===== src/rtl/aet_pkg.sv =====
// ----------------------------------------------------------------------------
// aet_pkg
// Shared types and constants of the arithmetic expression tokenizer.
// ----------------------------------------------------------------------------
`timescale 1ns / 1ps
`default_nettype none

package aet_pkg;

  localparam int POS_BITS_DEF = 16;
  localparam int TOK_W        = 16;
  localparam int KIND_W       = 4;
  localparam int Q_DEPTH      = 4;

  // token kinds
  localparam logic [KIND_W-1:0] TK_END     = 4'd0;
  localparam logic [KIND_W-1:0] TK_ASSIGN  = 4'd1;
  localparam logic [KIND_W-1:0] TK_LPAREN  = 4'd2;
  localparam logic [KIND_W-1:0] TK_RPAREN  = 4'd3;
  localparam logic [KIND_W-1:0] TK_VAR     = 4'd4;
  localparam logic [KIND_W-1:0] TK_ADD     = 4'd5;
  localparam logic [KIND_W-1:0] TK_SUB     = 4'd6;
  localparam logic [KIND_W-1:0] TK_MUL     = 4'd7;
  localparam logic [KIND_W-1:0] TK_DIV     = 4'd8;
  localparam logic [KIND_W-1:0] TK_POW     = 4'd9;
  localparam logic [KIND_W-1:0] TK_LITERAL = 4'd10;
  localparam logic [KIND_W-1:0] TK_IDENT   = 4'd11;
  localparam logic [KIND_W-1:0] TK_ERROR   = 4'd12;

  typedef struct packed {
    logic [7:0] char_code;
    logic       end_marker;
  } in_req_t;

  typedef struct packed {
    logic [KIND_W-1:0] token_kind;
    logic [TOK_W-1:0]  token_start;
    logic [TOK_W-1:0]  token_length;
    logic              last_of_run;
  } out_tok_t;

  // up to two tokens handed from the lexer to the result queue per request
  typedef struct packed {
    logic     en0;
    logic     en1;
    out_tok_t tok0;
    out_tok_t tok1;
  } tok_push_t;

endpackage

`default_nettype wire


===== src/rtl/aet_lexer.sv =====
// ----------------------------------------------------------------------------
// aet_lexer
// Input register, scan state and the per-byte token decision.
// ----------------------------------------------------------------------------
`timescale 1ns / 1ps
`default_nettype none

module aet_lexer #(
  parameter int POSITION_BITS = aet_pkg::POS_BITS_DEF
) (
  input  wire logic               clk,
  input  wire logic               rst_n,
  input  wire logic               in_valid,
  output logic                    in_ready,
  input  wire aet_pkg::in_req_t   in_data,
  input  wire logic               q_room,
  output aet_pkg::tok_push_t      push
);

  localparam int TW = aet_pkg::TOK_W;

  localparam logic [7:0] CH_PLUS  = 8'h2B;
  localparam logic [7:0] CH_MINUS = 8'h2D;
  localparam logic [7:0] CH_STAR  = 8'h2A;
  localparam logic [7:0] CH_SLASH = 8'h2F;
  localparam logic [7:0] CH_CARET = 8'h5E;
  localparam logic [7:0] CH_EQ    = 8'h3D;
  localparam logic [7:0] CH_LPAR  = 8'h28;
  localparam logic [7:0] CH_RPAR  = 8'h29;
  localparam logic [7:0] CH_DOT   = 8'h2E;
  localparam logic [7:0] CH_V     = 8'h76;
  localparam logic [7:0] CH_A     = 8'h61;
  localparam logic [7:0] CH_R     = 8'h72;

  localparam logic [2:0] KW_NONE = 3'd0;
  localparam logic [2:0] KW_V    = 3'd1;
  localparam logic [2:0] KW_VA   = 3'd2;
  localparam logic [2:0] KW_VAR  = 3'd3;
  localparam logic [2:0] KW_DEAD = 3'd7;

  typedef enum logic [2:0] {
    M_IDLE  = 3'd0,
    M_INT   = 3'd1,
    M_FRAC  = 3'd2,
    M_IDENT = 3'd3,
    M_ERROR = 3'd4
  } mode_t;

  function automatic logic is_digit(input logic [7:0] c);
    is_digit = (c >= 8'h30) && (c <= 8'h39);
  endfunction

  function automatic logic is_alpha(input logic [7:0] c);
    is_alpha = ((c >= 8'h61) && (c <= 8'h7A)) || ((c >= 8'h41) && (c <= 8'h5A));
  endfunction

  function automatic logic is_space(input logic [7:0] c);
    is_space = (c == 8'h20) || (c == 8'h09) || (c == 8'h0D) || (c == 8'h0A);
  endfunction

  function automatic logic [aet_pkg::KIND_W-1:0] op_kind(input logic [7:0] c);
    case (c)
      CH_EQ:    op_kind = aet_pkg::TK_ASSIGN;
      CH_LPAR:  op_kind = aet_pkg::TK_LPAREN;
      CH_RPAR:  op_kind = aet_pkg::TK_RPAREN;
      CH_PLUS:  op_kind = aet_pkg::TK_ADD;
      CH_MINUS: op_kind = aet_pkg::TK_SUB;
      CH_STAR:  op_kind = aet_pkg::TK_MUL;
      CH_SLASH: op_kind = aet_pkg::TK_DIV;
      CH_CARET: op_kind = aet_pkg::TK_POW;
      default:  op_kind = aet_pkg::TK_END;
    endcase
  endfunction

  function automatic logic [2:0] kw_step(input logic [2:0] kw, input logic [7:0] c);
    if (kw == KW_NONE && c == CH_V) kw_step = KW_V;
    else if (kw == KW_V && c == CH_A) kw_step = KW_VA;
    else if (kw == KW_VA && c == CH_R) kw_step = KW_VAR;
    else kw_step = KW_DEAD;
  endfunction

  logic                     in_vld_r;
  aet_pkg::in_req_t         in_q_r;
  mode_t                    mode_r, mode_nxt;
  logic [POSITION_BITS-1:0] pos_r, pos_nxt;
  logic [POSITION_BITS-1:0] pst_r, pst_nxt;
  logic [POSITION_BITS-1:0] plen_r, plen_nxt;
  logic [2:0]               kw_r, kw_nxt;

  logic                     adv;
  logic [TW-1:0]            pos_w, pst_w, plen_w;
  logic                     closed, fresh, handle;
  aet_pkg::out_tok_t        pend_tok, fresh_tok;
  logic [7:0]               c;
  logic [aet_pkg::KIND_W-1:0] op;

  assign adv      = in_vld_r && q_room;
  assign in_ready = !in_vld_r || adv;
  assign c        = in_q_r.char_code;
  assign op       = op_kind(c);

  // output fields carry the position counters, cut or zero-extended to the token width
  if (POSITION_BITS >= TW) begin : g_trunc
    assign pos_w  = pos_r[TW-1:0];
    assign pst_w  = pst_r[TW-1:0];
    assign plen_w = plen_r[TW-1:0];
  end else begin : g_ext
    assign pos_w  = {{(TW-POSITION_BITS){1'b0}}, pos_r};
    assign pst_w  = {{(TW-POSITION_BITS){1'b0}}, pst_r};
    assign plen_w = {{(TW-POSITION_BITS){1'b0}}, plen_r};
  end

  always_comb begin
    mode_nxt  = mode_r;
    pos_nxt   = pos_r;
    pst_nxt   = pst_r;
    plen_nxt  = plen_r;
    kw_nxt    = kw_r;
    closed    = 1'b0;
    fresh     = 1'b0;
    handle    = 1'b0;
    fresh_tok = '{token_kind: aet_pkg::TK_END, token_start: pos_w,
                  token_length: TW'(1), last_of_run: 1'b0};

    pend_tok.token_kind   = (mode_r == M_IDENT) ?
                            ((kw_r == KW_VAR) ? aet_pkg::TK_VAR : aet_pkg::TK_IDENT) :
                            aet_pkg::TK_LITERAL;
    pend_tok.token_start  = pst_w;
    pend_tok.token_length = plen_w;
    pend_tok.last_of_run  = 1'b0;

    if (in_q_r.end_marker) begin
      closed = (mode_r == M_INT) || (mode_r == M_FRAC) || (mode_r == M_IDENT);
      fresh  = 1'b1;
      fresh_tok.token_length = '0;
      mode_nxt = M_IDLE;
      pos_nxt  = '0;
      pst_nxt  = '0;
      plen_nxt = '0;
      kw_nxt   = KW_NONE;
    end else begin
      pos_nxt = (pos_r == '1) ? pos_r : pos_r + POSITION_BITS'(1);
      case (mode_r)
        M_ERROR: begin
        end
        M_INT: begin
          if (is_digit(c)) begin
            plen_nxt = (plen_r == '1) ? plen_r : plen_r + POSITION_BITS'(1);
          end else if (c == CH_DOT) begin
            plen_nxt = (plen_r == '1) ? plen_r : plen_r + POSITION_BITS'(1);
            mode_nxt = M_FRAC;
          end else begin
            closed = 1'b1;
            handle = 1'b1;
          end
        end
        M_FRAC: begin
          if (is_digit(c)) begin
            plen_nxt = (plen_r == '1) ? plen_r : plen_r + POSITION_BITS'(1);
          end else begin
            closed = 1'b1;
            handle = 1'b1;
          end
        end
        M_IDENT: begin
          if (is_alpha(c)) begin
            plen_nxt = (plen_r == '1) ? plen_r : plen_r + POSITION_BITS'(1);
            kw_nxt   = kw_step(kw_r, c);
          end else begin
            closed = 1'b1;
            handle = 1'b1;
          end
        end
        default: begin
          handle = 1'b1;
        end
      endcase

      if (handle) begin
        mode_nxt = M_IDLE;
        if (closed) kw_nxt = KW_NONE;
        if (is_space(c)) begin
        end else if (op != aet_pkg::TK_END) begin
          fresh = 1'b1;
          fresh_tok.token_kind = op;
        end else if (is_digit(c)) begin
          mode_nxt = M_INT;
          pst_nxt  = pos_r;
          plen_nxt = POSITION_BITS'(1);
        end else if (is_alpha(c)) begin
          mode_nxt = M_IDENT;
          pst_nxt  = pos_r;
          plen_nxt = POSITION_BITS'(1);
          kw_nxt   = kw_step(KW_NONE, c);
        end else begin
          fresh    = 1'b1;
          fresh_tok.token_kind = aet_pkg::TK_ERROR;
          mode_nxt = M_ERROR;
        end
      end
    end

    // a closed token goes first; the byte's own token follows it
    push.en0  = adv && (closed || fresh);
    push.en1  = adv && closed && fresh;
    push.tok0 = closed ? pend_tok : fresh_tok;
    push.tok0.last_of_run = !(closed && fresh);
    push.tok1 = fresh_tok;
    push.tok1.last_of_run = 1'b1;
  end

  always_ff @(posedge clk) begin
    if (!rst_n) begin
      in_vld_r <= 1'b0;
      mode_r   <= M_IDLE;
      pos_r    <= '0;
      pst_r    <= '0;
      plen_r   <= '0;
      kw_r     <= KW_NONE;
    end else begin
      if (in_ready) in_vld_r <= in_valid;
      if (adv) begin
        mode_r <= mode_nxt;
        pos_r  <= pos_nxt;
        pst_r  <= pst_nxt;
        plen_r <= plen_nxt;
        kw_r   <= kw_nxt;
      end
    end
  end

  always_ff @(posedge clk) begin
    if (in_ready && in_valid) in_q_r <= in_data;
  end

endmodule

`default_nettype wire


===== src/rtl/aet_tokq.sv =====
// ----------------------------------------------------------------------------
// aet_tokq
// Result queue: takes up to two tokens per cycle, hands out one per cycle while out_ready is high.
// ----------------------------------------------------------------------------
`timescale 1ns / 1ps
`default_nettype none

module aet_tokq (
  input  wire logic                clk,
  input  wire logic                rst_n,
  input  wire aet_pkg::tok_push_t  push,
  output logic                     q_room,
  output logic                     out_valid,
  input  wire logic                out_ready,
  output aet_pkg::out_tok_t        out_data
);

  localparam int DEPTH = aet_pkg::Q_DEPTH;
  localparam int AW    = $clog2(DEPTH);
  localparam int CW    = $clog2(DEPTH + 1);

  aet_pkg::out_tok_t mem_r [DEPTH];
  logic [AW-1:0]     wr_ptr_r, wr_ptr_nxt;
  logic [AW-1:0]     rd_ptr_r, rd_ptr_nxt;
  logic [CW-1:0]     cnt_r, cnt_nxt;
  logic              pop;
  logic [AW-1:0]     wr_ptr_p1;

  // room for a worst-case pair, judged on the registered count only
  assign q_room    = (cnt_r <= CW'(DEPTH - 2));
  assign out_valid = (cnt_r != '0);
  assign out_data  = mem_r[rd_ptr_r];
  assign pop       = out_valid && out_ready;
  assign wr_ptr_p1 = wr_ptr_r + AW'(1);

  always_comb begin
    wr_ptr_nxt = wr_ptr_r + AW'(push.en0) + AW'(push.en1);
    rd_ptr_nxt = rd_ptr_r + AW'(pop);
    cnt_nxt    = cnt_r + CW'(push.en0) + CW'(push.en1) - CW'(pop);
  end

  always_ff @(posedge clk) begin
    if (!rst_n) begin
      wr_ptr_r <= '0;
      rd_ptr_r <= '0;
      cnt_r    <= '0;
    end else begin
      wr_ptr_r <= wr_ptr_nxt;
      rd_ptr_r <= rd_ptr_nxt;
      cnt_r    <= cnt_nxt;
    end
  end

  always_ff @(posedge clk) begin
    if (push.en0) mem_r[wr_ptr_r] <= push.tok0;
    if (push.en1) mem_r[wr_ptr_p1] <= push.tok1;
  end

endmodule

`default_nettype wire


===== src/rtl/arithmetic_expression_tokenizer_core.sv =====
// Timing: an accepted request is held in the input register and decoded there; its
//   tokens enter the result queue when it has room for a pair, a second behind the first.
// Rate: one request per cycle while the queue has room for a pair; a request yielding
//   two tokens gives them in turn to the single output of the four-entry result queue.
// Reset (rst_n low, synchronous): scan state, position counters and queue are cleared.
// ----------------------------------------------------------------------------
// arithmetic_expression_tokenizer_core
// Byte-stream tokenizer for arithmetic expressions.
// ----------------------------------------------------------------------------
`timescale 1ns / 1ps
`default_nettype none

module arithmetic_expression_tokenizer_core #(
  parameter int POSITION_BITS = aet_pkg::POS_BITS_DEF
) (
  input  wire logic               clk,
  input  wire logic               rst_n,
  input  wire logic               in_valid,
  output logic                    in_ready,
  input  wire aet_pkg::in_req_t   in_data,
  output logic                    out_valid,
  input  wire logic               out_ready,
  output aet_pkg::out_tok_t       out_data
);

  aet_pkg::tok_push_t push;
  logic               q_room;

  aet_lexer #(
    .POSITION_BITS (POSITION_BITS)
  ) u_lexer (
    .clk      (clk),
    .rst_n    (rst_n),
    .in_valid (in_valid),
    .in_ready (in_ready),
    .in_data  (in_data),
    .q_room   (q_room),
    .push     (push)
  );

  aet_tokq u_tokq (
    .clk       (clk),
    .rst_n     (rst_n),
    .push      (push),
    .q_room    (q_room),
    .out_valid (out_valid),
    .out_ready (out_ready),
    .out_data  (out_data)
  );

endmodule

`default_nettype wire


===== config.mk =====
export PLATFORM = sky130hd
export DESIGN_NAME = arithmetic_expression_tokenizer_core
export DESIGN_NICKNAME = d
export VERILOG_FILES = /design/src/rtl/aet_pkg.sv /design/src/rtl/aet_lexer.sv /design/src/rtl/aet_tokq.sv /design/src/rtl/arithmetic_expression_tokenizer_core.sv
export SDC_FILE = /design/constraint.sdc
export NUM_CORES = 1
export LEC_CHECK = 0
export BUFFER_PORTS_ARGS = -buffer_cell sky130_fd_sc_hd__buf_2
export CORE_MARGIN = 4
export CORE_UTILIZATION = 50
export DETAILED_ROUTE_END_ITERATION = 10
export GPL_ROUTABILITY_DRIVEN = 0
export PLACE_DENSITY_LB_ADDON = 0.25
export SLEW_MARGIN = 20
export SYNTH_ARGS = -nofsm -noshare
export SYNTH_HDL_FRONTEND = slang
export SYNTH_SLANG_ARGS = --single-unit

===== constraint.sdc =====
create_clock -name clk -period 3.9 [get_ports clk]
set_input_delay 0.78 -clock clk [delete_from_list [all_inputs] [get_ports clk]]
set_output_delay 0.78 -clock clk [all_outputs]
set_load 0.02 [all_outputs]

==> run metrics <==
clock network power share=34.9%; status=finished clean; Sw Ratio=29.5%; EDFF count, synth=93; combinational share of power=20.2%; Post-Synth XOR/XNOR Area=1.43%; Detailed Place HPWL=17100 um; Fin. Hold Viols=0; DR WL/cell=21.2 um; largest family of logic cells by synthesized area=compound AO/OA/AOI/OAI gates; largest net degree at the start of global routing=39; most common cell after layout, fill and taps aside=dfxtp_1; async set or reset register ratio after synthesis=0%; Post-Syn Nets=923; worst-margin pin slew=1.12 ns; hold_ws=0.435 ns; Syn Std Cell Area=0.0104 mm2; Compound-Gate Fraction of Synth Area=23.2%; synth unique cells=78; clock skew=0.0153 ns; Horiz. Die Dim=152 um; # resized after CTS=0; first-pass GRT wire length=42400 um; leakage=0.00395 uW; Primary FF master, synth=dfxtp_1; Area Growth Syn to Fin=12.1%; Sequential Power Share=45.0%; fin nets=967; Initial DRC Count=761; Starting Density=51.0%; Adder-Cell Fraction of Synth Area=1.18%; kind of critical path=reg2reg; PD cells=502 mW/mm2; crit start category=flip-flop; Clock Sink Count=219; Final WS setup=0.482 ns; initial antenna violation count=0; Post-CTS Setup Inserts=0; Simple-Gate Fraction of Synth Area=10.8%; share of post-route cells with drive strength above 1=19.3%; buffers added on ports=51; antenna cells=0; Clock Latency Late Sink=0.53 ns; CTS tree=yes; Final Util=57.2%; Die H=152 um; required time worst endpoint=4.31 ns; die area=0.0232 mm2; Detail Route Antenna Nets=0; CP endpoint kind=flip-flop; Tmin final=3.42 ns; Peak VDD IR=0.386 mV; post-synthesis mux area share=8.21%; register bit count reported by yosys=219; core area=0.0204 mm2; H-tree Lvls=1; I/O pins=52; Avg Inst Size Synth=11.5 um2; max_cap viols=0; hold_buf cts=0; CP Max Fanout=11; clock buffer depth=3; Max Fclk=293 MHz; Fillers=1677; setup tns final=0 ns; Inserted Clock Buffers=24; drt via density=6.33; HP Class=in2reg; Slew Limit Fails=0; Total GRT Usage=22.3%; unrepaired setup endpoints after global routing=false; ratio of final minimum period to clock period=87.6%; DRT Pass-1 Iters=5; GR Overflow Total=0; setup violators final=0; clk root buf=clkbuf_16; most frequent cells in the layout=124 x dfxtp_1, 93 x edfxtp_1, 84 x a22o_1; Setup WS pre-CTS=0.467 ns; residual DRC count=0; Switch Pwr=1720 uW; Mapped Cells=902; yosys warns=0; vias in the first global route=7614; via count=7816; fraction of the yosys area taken by sequential cells=51.1%; Critical Path AT=3.83 ns; CTS clock-pin slew for the worst setup and hold paths=0.06 ns; Int Pwr=4120 uW; Routed WL=26100 um; Worst slew margin=25.5%; Site Rows=52
[stage by stage]
stage          total power (uW)  std cells  area, um2
2_1_floorplan              3510        902      10400
3_3_place_gp               3840       1190      11000
3_5_place_dp               3860       1190      11000
4_1_cts                    5900       1234      11700
5_1_grt                    6100       1234      11700
6_report                   5850       1234      11700
[power groups by stage]
stage                     clock network, uW  logic [uW]  registers, uW
after floorplan                           0         928           2580
after global placement                    0        1170           2670
after detailed placement                  0        1190           2680
after CTS                              2070        1190           2630
after global routing                   2170        1280           2650
final                                  2040        1180           2630
[cell type report]
class / instances / area (um2) / share of cell area (%)
sequential: 219 / 5320 / 45.6
tap: 270 / 338 / 2.90
clock buffer: 36 / 646 / 5.54
timing repair buffer: 88 / 546 / 4.68
multi-input combinational: 590 / 4660 / 40.0
clock inverter: 8 / 55.1 / 0.472
inverter: 23 / 86.3 / 0.741
[metal layers]
| metal | wire length, um | vias up | track usage [%] |
|---|---|---|---|
| li1 | - | 3621 | - |
| met1 | 11700 | 3852 | 32.2 |
| met2 | 11900 | 285 | 35.4 |
| met3 | 1760 | 58 | 3.61 |
| met4 | 689 | 0 | 5.86 |
| met5 | 0 | - | 0 |
[worst max-delay path, cell delays in order (launching register included)]
cell and delay [ns]:
edfxtp_1 0.53, or3_4 0.43, o32a_4 0.35, a21oi_2 0.29
o211ai_4 0.10, nand2_1 0.11, nand2_1 0.10, ha_1 0.32
inv_1 0.05, fa_1 0.41, fa_1 0.46, and2_1 0.16
[flip-flops by register name (all words and copies together) (netlist names)]
register          flops
u_lexer.pos_r        16
u_tokq.cnt_r          3
u_tokq.rd_ptr_r       2
u_lexer.mode_r        3
u_lexer.c             8
u_tokq.mem_r        148
u_lexer.in_q_r        1
u_lexer.pst_r        16
u_lexer.plen_r       16
u_lexer.kw_r          3
u_tokq.wr_ptr_r       2
u_lexer.in_vld_r      1
[cell families after synthesis]
kind of cell / Yosys count
multiplexers: 39
flip-flops: 219
XOR/XNOR: 17
adder cells (fa/ha/maj): 8
AND/OR/NAND/NOR: 225
AO/OA/AOI/OAI: 301
buffers and inverters: 93
[final timing paths]
path                            from                 end  slack (ns)  cells after the start
setup / recovery        u_lexer.c[0]     u_tokq.cnt_r[1]        0.48                     11
hold / removal            in_data[6]        u_lexer.c[5]        0.44                      1
setup reg to reg        u_lexer.c[0]     u_tokq.cnt_r[1]        0.48                     11
hold reg to reg   u_tokq.mem_r[1][7]  u_tokq.mem_r[1][7]        0.46                      1
[cell usage after synthesis (all sizes together), types with 8 or more instances]
library cell  count  area, um2
and2             11       68.8
o21ai            52        320
a21oi            28        148
o22ai            13       81.3
a22o             84        736
nand4            15       93.8
buf              30        178
nand2            62        233
edfxtp           93       2790
or3               8       55.1
inv              23       86.3
o2bb2ai          44        385
xor2             13        114
a211oi            9        115
dfxtp           126       2520
clkbuf           40        150
nand3            31        155
nor2             52        210
nor3             12       65.1
mux4             37        833
a31oi            14       87.6
No activity file was read; power rests on OpenSTA's default activity.
